[src/design/kdts_pkg.sv]
// Shared constants, op codes and controller/datapath interface types for the kd-tree search.
package kdts_pkg;

	localparam int NODE_COUNT_DEF = 1024;
	localparam int COORD_W_DEF    = 24;
	localparam int DIST_W         = 24;
	localparam int OP_W           = 2;

	// 3000.0 in unsigned Q16.8
	localparam logic [DIST_W-1:0] BOUND_RESET = 24'd768000;

	localparam logic [OP_W-1:0] OP_WRITE = 2'd0;
	localparam logic [OP_W-1:0] OP_QUERY = 2'd1;
	localparam logic [OP_W-1:0] OP_CLEAR = 2'd2;

	typedef struct packed {
		logic write_node;
		logic clear_tree;
		logic start_query;
		logic rd_node;
		logic eval_diff;
		logic eval_sum;
		logic eval_best;
		logic load_out;
	} cmd_t;

	typedef struct packed {
		logic root_present;
		logic next_valid;
	} sts_t;

endpackage

[src/design/kdts_ctrl.sv]
// Sequencer for node writes, tree clear and the per-level query walk.
module kdts_ctrl (
	input  logic                       clk,
	input  logic                       arst_n,
	input  logic                       in_valid,
	input  logic [kdts_pkg::OP_W-1:0]  op,
	output logic                       in_ready,
	output logic                       out_valid,
	input  logic                       out_ready,
	input  kdts_pkg::sts_t             sts,
	output kdts_pkg::cmd_t             cmd
);

	localparam logic [2:0] S_IDLE = 3'd0;
	localparam logic [2:0] S_READ = 3'd1;
	localparam logic [2:0] S_DIFF = 3'd2;
	localparam logic [2:0] S_SUM  = 3'd3;
	localparam logic [2:0] S_BEST = 3'd4;
	localparam logic [2:0] S_DONE = 3'd5;

	logic [2:0] state_q;
	logic [2:0] state_d;
	logic       out_valid_q;
	logic       out_free;

	assign out_free  = !out_valid_q || out_ready;
	assign in_ready  = (state_q == S_IDLE);
	assign out_valid = out_valid_q;

	always_comb begin
		state_d = state_q;
		cmd     = '0;
		case (state_q)
			S_IDLE: begin
				if (in_valid) begin
					case (op)
						kdts_pkg::OP_WRITE: cmd.write_node = 1'b1;
						kdts_pkg::OP_CLEAR: cmd.clear_tree = 1'b1;
						kdts_pkg::OP_QUERY: begin
							cmd.start_query = 1'b1;
							state_d = sts.root_present ? S_READ : S_DONE;
						end
						default: ;
					endcase
				end
			end
			S_READ: begin
				cmd.rd_node = 1'b1;
				state_d = S_DIFF;
			end
			S_DIFF: begin
				cmd.eval_diff = 1'b1;
				state_d = S_SUM;
			end
			S_SUM: begin
				cmd.eval_sum = 1'b1;
				state_d = S_BEST;
			end
			S_BEST: begin
				cmd.eval_best = 1'b1;
				state_d = sts.next_valid ? S_READ : S_DONE;
			end
			S_DONE: begin
				// hold until the output register can take the beat
				if (out_free) begin
					cmd.load_out = 1'b1;
					state_d = S_IDLE;
				end
			end
			default: state_d = S_IDLE;
		endcase
	end

	always_ff @(posedge clk or negedge arst_n) begin
		if (!arst_n) begin
			state_q     <= S_IDLE;
			out_valid_q <= 1'b0;
		end else begin
			state_q <= state_d;
			if (cmd.load_out) begin
				out_valid_q <= 1'b1;
			end else if (out_ready) begin
				out_valid_q <= 1'b0;
			end
		end
	end

endmodule

[config.mk]
export PLATFORM = sky130hd
export DESIGN_NAME = kdts_ctrl
export DESIGN_NICKNAME = d
export VERILOG_FILES = /design/src/design/kdts_pkg.sv /design/src/design/kdts_ctrl.sv
export SDC_FILE = /design/constraint.sdc
export NUM_CORES = 1
export LEC_CHECK = 0
export ABC_AREA = 1
export ABC_CLOCK_PERIOD_IN_PS = 1000
export BUFFER_PORTS_ARGS = -buffer_cell sky130_fd_sc_hd__buf_2
export CAP_MARGIN = 20
export CORE_AREA = 2 2 39 41
export DETAILED_ROUTE_END_ITERATION = 12
export DIE_AREA = 0 0 41 43
export GPL_TIMING_DRIVEN = 0
export HOLD_SLACK_MARGIN = 0.06
export SYNTH_ARGS = -nofsm -noshare
export SYNTH_HDL_FRONTEND = slang
export SYNTH_SLANG_ARGS = --single-unit
[constraint.sdc]
create_clock -name clk -period 1 [get_ports clk]
set_input_delay 0.05 -clock clk [delete_from_list [all_inputs] [get_ports clk]]
set_output_delay 0.05 -clock clk [all_outputs]
set_load 0.02 [all_outputs]
* Yosys cells after proc, flatten, opt, wreduce, memory -nomap -nowiden
Cells that the tools add are included.
Storage, ports and cells: logic and storage cells 37, flip-flop bits (word level) 4, input bits 8
Operators by class: reductions and logical operators 6, mux-type cells 19, eq/ne operators 10
Operator list (number):
- $mux 3 | 7
- $pmux 3 s6 | 1
- $mux 1 | 11
- $eq 3x2->1 const B | 2
- $eq 3x3->1 const B | 2
- $ne 2x2->1 const B | 2
- $eq 3x1->1 const B | 1
- $logic_not 3->1 | 1
- $reduce_and 3->1 | 1
- $eq 2x1->1 const B | 1
- $eq 2x2->1 const B | 1
- $logic_not 2->1 | 1
- $ne 2x1->1 const B | 1
- $reduce_bool 2->1 | 1
- $logic_not 1->1 | 1
- $logic_or 1x1->1 | 1

* Longest topological paths before layout
Gate-level depths: netlist (run 1).
depth in word-level cells 5, gate-level depth with buffers 6, gate-level depth less buffers 6

* Worst setup path before layout (run 1)
Ideal clock, no wire load.
path type flip-flop to output port, start register state_q[1], end output cmd[5] (netlist bit), buffers on the path 0, arrival 1.126 ns, cell stages (with the launch flop) 4, required time 0.950 ns, setup slack -0.176 ns, path through dfrtp_1 -> nor2_2 -> nand2_2 -> nor3_1
RTL lines:
- start, declared | line kdts_ctrl.sv:21 | logic [2:0] state_q;
- start signal, assigned | line kdts_ctrl.sv:79 | state_q <= state_d;
- end, declared | line kdts_ctrl.sv:11 | output kdts_pkg::cmd_t cmd

==> results.json, run 1 <==
{
  "outcome": "finished with violations",
  "violations": "setup timing",
  "drive_gt1_share_pct": 63.4,
  "cap_violations": 0,
  "clk_latency_ps": 240,
  "via_per_inst": 4.08,
  "p_sw_mw": 0.790,
  "ant_nets": 0,
  "fp-row-count": 14,
  "power_per_cell_area_nw_per_um2": 2910,
  "worst_slew_pin_slew_ps": 185,
  "finalSetupViolations": 11,
  "fin_crit_sh_pct": 123,
  "dr.pass1.iters": 4,
  "switching_share_pct": 48.1,
  "syn-cell-area_sq_um": 280,
  "avgSynthCellArea_sq_um": 6.37,
  "p_seq_share_pct": 19.0,
  "gr-total-overflow": 0,
  "cts_buffers": 3,
  "reg2reg_to": "state_q[2]",
  "cts_tree": "done",
  "wirelength_microns": 801,
  "fin_cells": 87,
  "final_common_cell": "buf_4",
  "reg2reg_setup_slack_ps": -130,
  "timing.final.crit_period_ps": 1230,
  "antenna_cells": 0,
  "worstSetupEndpointType": "primary output",
  "grt_pass1_vias": 336,
  "placedCellCount": 77,
  "design_area_sq_um": 564,
  "dp_hpwl_microns": 543,
  "peakVddDrop_v": 0.000945,
  "crit_fanout": 4,
  "fp.dieW_microns": 41,
  "syn2layout_area_growth_pct": 101,
  "fin_ws_ps": -232,
  "post-route-drc-count": 0,
  "synth_seq_cells": 4,
  "clk_pin_slew_ps": 40,
  "hold_viol": 0,
  "antenna_found_initial": 0,
  "r2r-start": "state_q[0]",
  "ctsRootBufferMaster": "clkbuf_4",
  "top_level_ports": 18,
  "dpl-instance-area_sq_um": 417,
  "clock_path_buffers": 2,
  "portBuffers": 17,
  "rsz0062_at_grt": "yes",
  "min_to": "out_valid",
  "die_h_microns": 43,
  "power.share.clock_pct": 12.4,
  "drt_iter0_drc": 7,
  "place_ws_ps": -132,
  "whs_path_depth": 4,
  "final_cell_mix": "buf_4 (11), buf_2 (10), inv_1 (7), nand2_1 (7), nor2_1 (4)",
  "yosysUniqueCellTypes": 12,
  "grtUsageTotal_pct": 11.6,
  "via_count": 355,
  "setup_tns_ps": -2060,
  "ys_warn_count": 0,
  "maxSlewHeadroom_pct": 87.7,
  "place.gp.congestion": 0.638,
  "grt_pass1_wl_microns": 1260,
  "wl_per_cell_microns": 9.21,
  "path_class": "reg2out",
  "clock-sinks": 4,
  "leakage_nw": 0.307,
  "required_ps": 950,
  "fin_nets": 81,
  "ctsHtreeMaxLevel": 1,
  "rr_worst_depth": 7,
  "skew_ps": 3.81,
  "postSynthCellCount": 44,
  "combPwrFrac_pct": 68.6,
  "core_sq_um": 1380,
  "maxSlewViolCount": 0,
  "critical_path_arrival_ps": 1180,
  "cp-start-kind": "flop",
  "cp-startpoint": "state_q[0]",
  "die-area_sq_um": 1760,
  "worstHoldStart": "out_ready",
  "syn-num-nets": 52,
  "grt_max_degree": 6,
  "power.internal_mw": 0.852,
  "ys_seq_area_share_pct": 35.7,
  "fmax_mhz": 812,
  "hp-class": "in2reg",
  "start_util_pct": 20.3
}
## worst max-delay path, cell delays in order, from the launching register on
cell     delay, ps
dfrtp_1        400
nor2_4         160
nand2_4         90
inv_4           60
nand2_4         40
nor2_4          70
buf_6          120
## cell families after synthesis
family                 share of synthesized area (%)
AOI/OAI and AO/OA                               7.14
buffers and inverters                           13.4
DFF                                             35.7
and+or+nand+nor                                 43.8
## synth_stat cells
| cell | number | area share, % |
|---|---|---|
| a21oi_1 | 2 | 3.6 |
| dfrtp_1 | 4 | 36 |
| inv_1 | 7 | 9.4 |
| inv_2 | 3 | 4.0 |
| nand2_1 | 9 | 12 |
| nand2_2 | 1 | 2.2 |
| nand3_1 | 4 | 7.1 |
| nand3_2 | 1 | 3.6 |
| nor2_1 | 5 | 6.7 |
| nor2_2 | 3 | 6.7 |
| nor3_1 | 3 | 5.4 |
| o21ai_1 | 2 | 3.6 |
## power groups by stage
stage	sequential, mW	clock, mW	combinational [mW]
after floorplan	0.334	0	0.530
after global routing	0.319	0.214	1.24
after detailed placement	0.330	0	0.726
after CTS	0.292	0.212	1.05
after global placement	0.328	0	0.721
final	0.313	0.203	1.13
## worst max-delay path by stage
stage	end	slack, ps
global placement	cmd[6]	-130
floorplan	cmd[6]	-50
detailed placement	cmd[6]	-130
finish	cmd[6]	-230
global route	cmd[7]	-280
CTS	cmd[6]	-290
## routing by layer
metal / share of wire [%] / wire, microns / up-vias / global-route usage (%)
met3: 4.6 / 37 / 0 / 3.14
met4: 0 / 0 / 0 / 12.0
met5: 0 / 0 / - / 0
met2: 60 / 477 / 11 / 18.1
li1: - / - / 190 / -
met1: 36 / 286 / 154 / 10.7
## state kept, by name (all words and copies together) (netlist names)
register / flops
out_valid: 1
state_q: 3
## through the flow
step	hold WS (ps)	utilization, %	total power [mW]
after floorplan	-246	-	0.864
after global placement	-144	30.1	1.05
after detailed placement	-140	30.1	1.06
after CTS	106	39.2	1.55
after global routing	147	40.8	1.77
final	114	40.8	1.64
## area by class of cell
class / instances / area (sq um)
Clock buffer: 3 / 22.5
Inverter: 10 / 42.5
Tap cell: 16 / 20.0
Sequential cell: 4 / 103
Multi-Input combinational cell: 30 / 211
Timing Repair Buffer: 24 / 165
Fill cell: 157 / 820
## timing repair
action                                  CTS  global route
pin swaps                                 3             2
hold endpoints to repair                  4             0
endpoints found under the setup margin   11            11
hold buffers                              1             0
setup buffers                             6             1
gates resized for setup                  15             6
Note: power is estimated with default switching activity, not from simulation.
==> run 2: changes to the inputs <==
Settings changed: ABC_CLOCK_PERIOD_IN_PS 1000 to 1300, BUFFER_PORTS_ARGS -buffer_cell sky130_fd_sc_hd__buf_2 to -buffer_cell sky130_fd_sc_hd__buf_4.
Clock period 1 ns to 1.3 ns, I/O delays scaled along.
==> run 2 against run 1 <==
Against the previous run: via count is 2.0% lower; design area is 8.6% lower; critical endpoint unchanged; the flow now finishes without violations; count of clock-buffer cells in the layout stayed put; sequential share of layout area is 2.0 points higher; cell count is 1.1% lower; register-to-register slack better by 300 ps; first-iteration DRC count is 86% lower; combinational power is 35% lower; clock power is 24% lower; critical path type unchanged; core utilization is 3.5 points lower; die area stayed put.
==> results.json, run 2 (synthesis gave the netlist of run 1 again) <==
{
  "slowest_stage": "dfrtp_2",
  "largest_register_ffs": 3,
  "fin_nets": 80,
  "wirelength_microns": 719,
  "fin_crit_sh_pct": 97.3,
  "peakVddDrop_v": 0.000465,
  "clock-sinks": 4,
  "grt_pass1_wl_microns": 1070,
  "dpl-instance-area_sq_um": 428,
  "multiInputGateArea_sq_um": 156,
  "gr-total-overflow": 0,
  "fin_cells": 86,
  "post-route-drc-count": 0,
  "drt_iter0_drc": 1,
  "maxSlewViolCount": 0,
  "p_seq_share_pct": 22.9,
  "final_common_cell": "buf_4",
  "power.share.clock_pct": 13.4,
  "ctsHtreeMaxLevel": 1,
  "cap_violations": 0,
  "clock_path_buffers": 2,
  "portBuffers": 17,
  "fp-row-count": 14,
  "top_level_ports": 18,
  "combPwrFrac_pct": 63.7,
  "path_class": "reg2out",
  "hold_viol": 0,
  "max_stage_delay_ps": 440,
  "reg2reg_to": "state_q[2]",
  "antenna_found_initial": 0,
  "leakage_nw": 0.292,
  "fp.dieW_microns": 41,
  "design_area_sq_um": 515,
  "clk_latency_ps": 230,
  "wl_per_cell_microns": 8.36,
  "critical_path_arrival_ps": 1200,
  "ant_nets": 0,
  "power.internal_mw": 0.638,
  "cp_top_family": "flip-flops",
  "outcome": "completed",
  "r2r-start": "state_q[1]",
  "rr_worst_depth": 7,
  "required_ps": 1240,
  "crit_chain": "nor2_4 > nand2_4 > inv_2 > nand2_1 > nor2_1 > buf_4",
  "die_h_microns": 43,
  "cp-start-kind": "flop",
  "drive_gt1_share_pct": 54.3,
  "rsz0062_at_grt": "yes",
  "cts_tree": "done",
  "maxSlewHeadroom_pct": 88.7,
  "place.gp.congestion": 0.675,
  "endpoint": "cmd[6]",
  "grtUsageTotal_pct": 9.19,
  "reg2reg_setup_slack_ps": 170,
  "antenna_cells": 0,
  "num-fill-cells": 154,
  "via_per_inst": 4.05,
  "via_count": 348,
  "ctsRootBufferMaster": "clkbuf_4",
  "grt_max_degree": 7,
  "final_cell_mix": "buf_4 (22), nand2_1 (9), inv_1 (6)",
  "placedCellCount": 77,
  "dr.pass1.iters": 3,
  "start_util_pct": 20.3,
  "cp-startpoint": "state_q[1]",
  "worstSetupEndpointType": "primary output",
  "syn2layout_area_growth_pct": 83.9,
  "clk_pin_slew_ps": 40,
  "p_sw_mw": 0.518,
  "setup_tns_ps": 0,
  "skew_ps": 4.07,
  "regMostFlops": "state_q",
  "path_buf_inv": 2,
  "power_per_cell_area_nw_per_um2": 2240,
  "crit_fanout": 4,
  "die-area_sq_um": 1760,
  "final-seq-area_sq_um": 104,
  "hp-class": "in2reg",
  "finalSetupViolations": 0,
  "whs_ps": 140,
  "worst_slew_pin_slew_ps": 168,
  "switching_share_pct": 44.8,
  "cts_buffers": 3,
  "crit_cells": 6,
  "fmax_mhz": 790,
  "grt_pass1_vias": 321,
  "timing.final.crit_period_ps": 1270,
  "dp_hpwl_microns": 521,
  "final_util_pct": 37.3,
  "core_sq_um": 1380
}
[run 2: cell count changes in the layout (fill, tap and decap cells not counted), moves of 3 or more]
cell | previous run | this run
buf_4 | 11 | 22
buf_2 | 10 | 0
inv_2 | 1 | 4
nor3_1 | 0 | 3
nor3_2 | 3 | 0
[run 2: worst min-delay path: stages]
cell and delay [ps]:
buf_4 70, inv_1 40, nand2_1 90, nand2_1 60
[run 2: timing repair]
item / CTS / global route
resized for setup: 0 / 7
hold buffers: 1 / 0
hold endpoints to repair: 4 / 0
cloned: 0 / 0
setup endpoints to repair: 3 / 5
setup buffers: 2 / 3
pin swaps: 1 / 2
[run 2: worst min path at each step]
stage | endpoint | slack, ps | start | depth (start not counted)
floorplan | out_valid | -230 | arst_n | 0
global placement | out_valid | -140 | arst_n | 1
detailed placement | out_valid | -140 | arst_n | 1
CTS | out_valid | 130 | out_ready | 4
global route | out_valid | 170 | out_ready | 4
finish | out_valid | 140 | out_ready | 4
[run 2: power groups by stage]
stage	logic [mW]	registers [mW]	clock network, mW
final	0.736	0.265	0.154
after global routing	0.798	0.277	0.162
after CTS	0.633	0.244	0.156
after detailed placement	0.573	0.253	0
after global placement	0.570	0.252	0
after floorplan	0.361	0.255	0
[run 2: layout make-up]
type                       instances  area share [%]
inverter                          10            7.28
clock buffer                       3            4.37
tap                               16            3.88
timing repair buffer              23            34.0
sequential                         4            20.1
multi-input combinational         30            30.3
[run 2: through the flow]
step	setup WS (ps)	total power, mW
after CTS	5.37	1.03
after detailed placement	206	0.826
after floorplan	109	0.616
final	34.8	1.16
after global placement	217	0.822
after global routing	-23.6	1.24
[run 2: layer usage]
| metal | wire length (microns) | up-vias | track usage (%) |
|---|---|---|---|
| met4 | 0 | 0 | 8.00 |
| met3 | 18 | 0 | 3.14 |
| li1 | - | 188 | - |
| met1 | 282 | 155 | 9.18 |
| met5 | 0 | - | 0 |
| met2 | 418 | 5 | 14.1 |
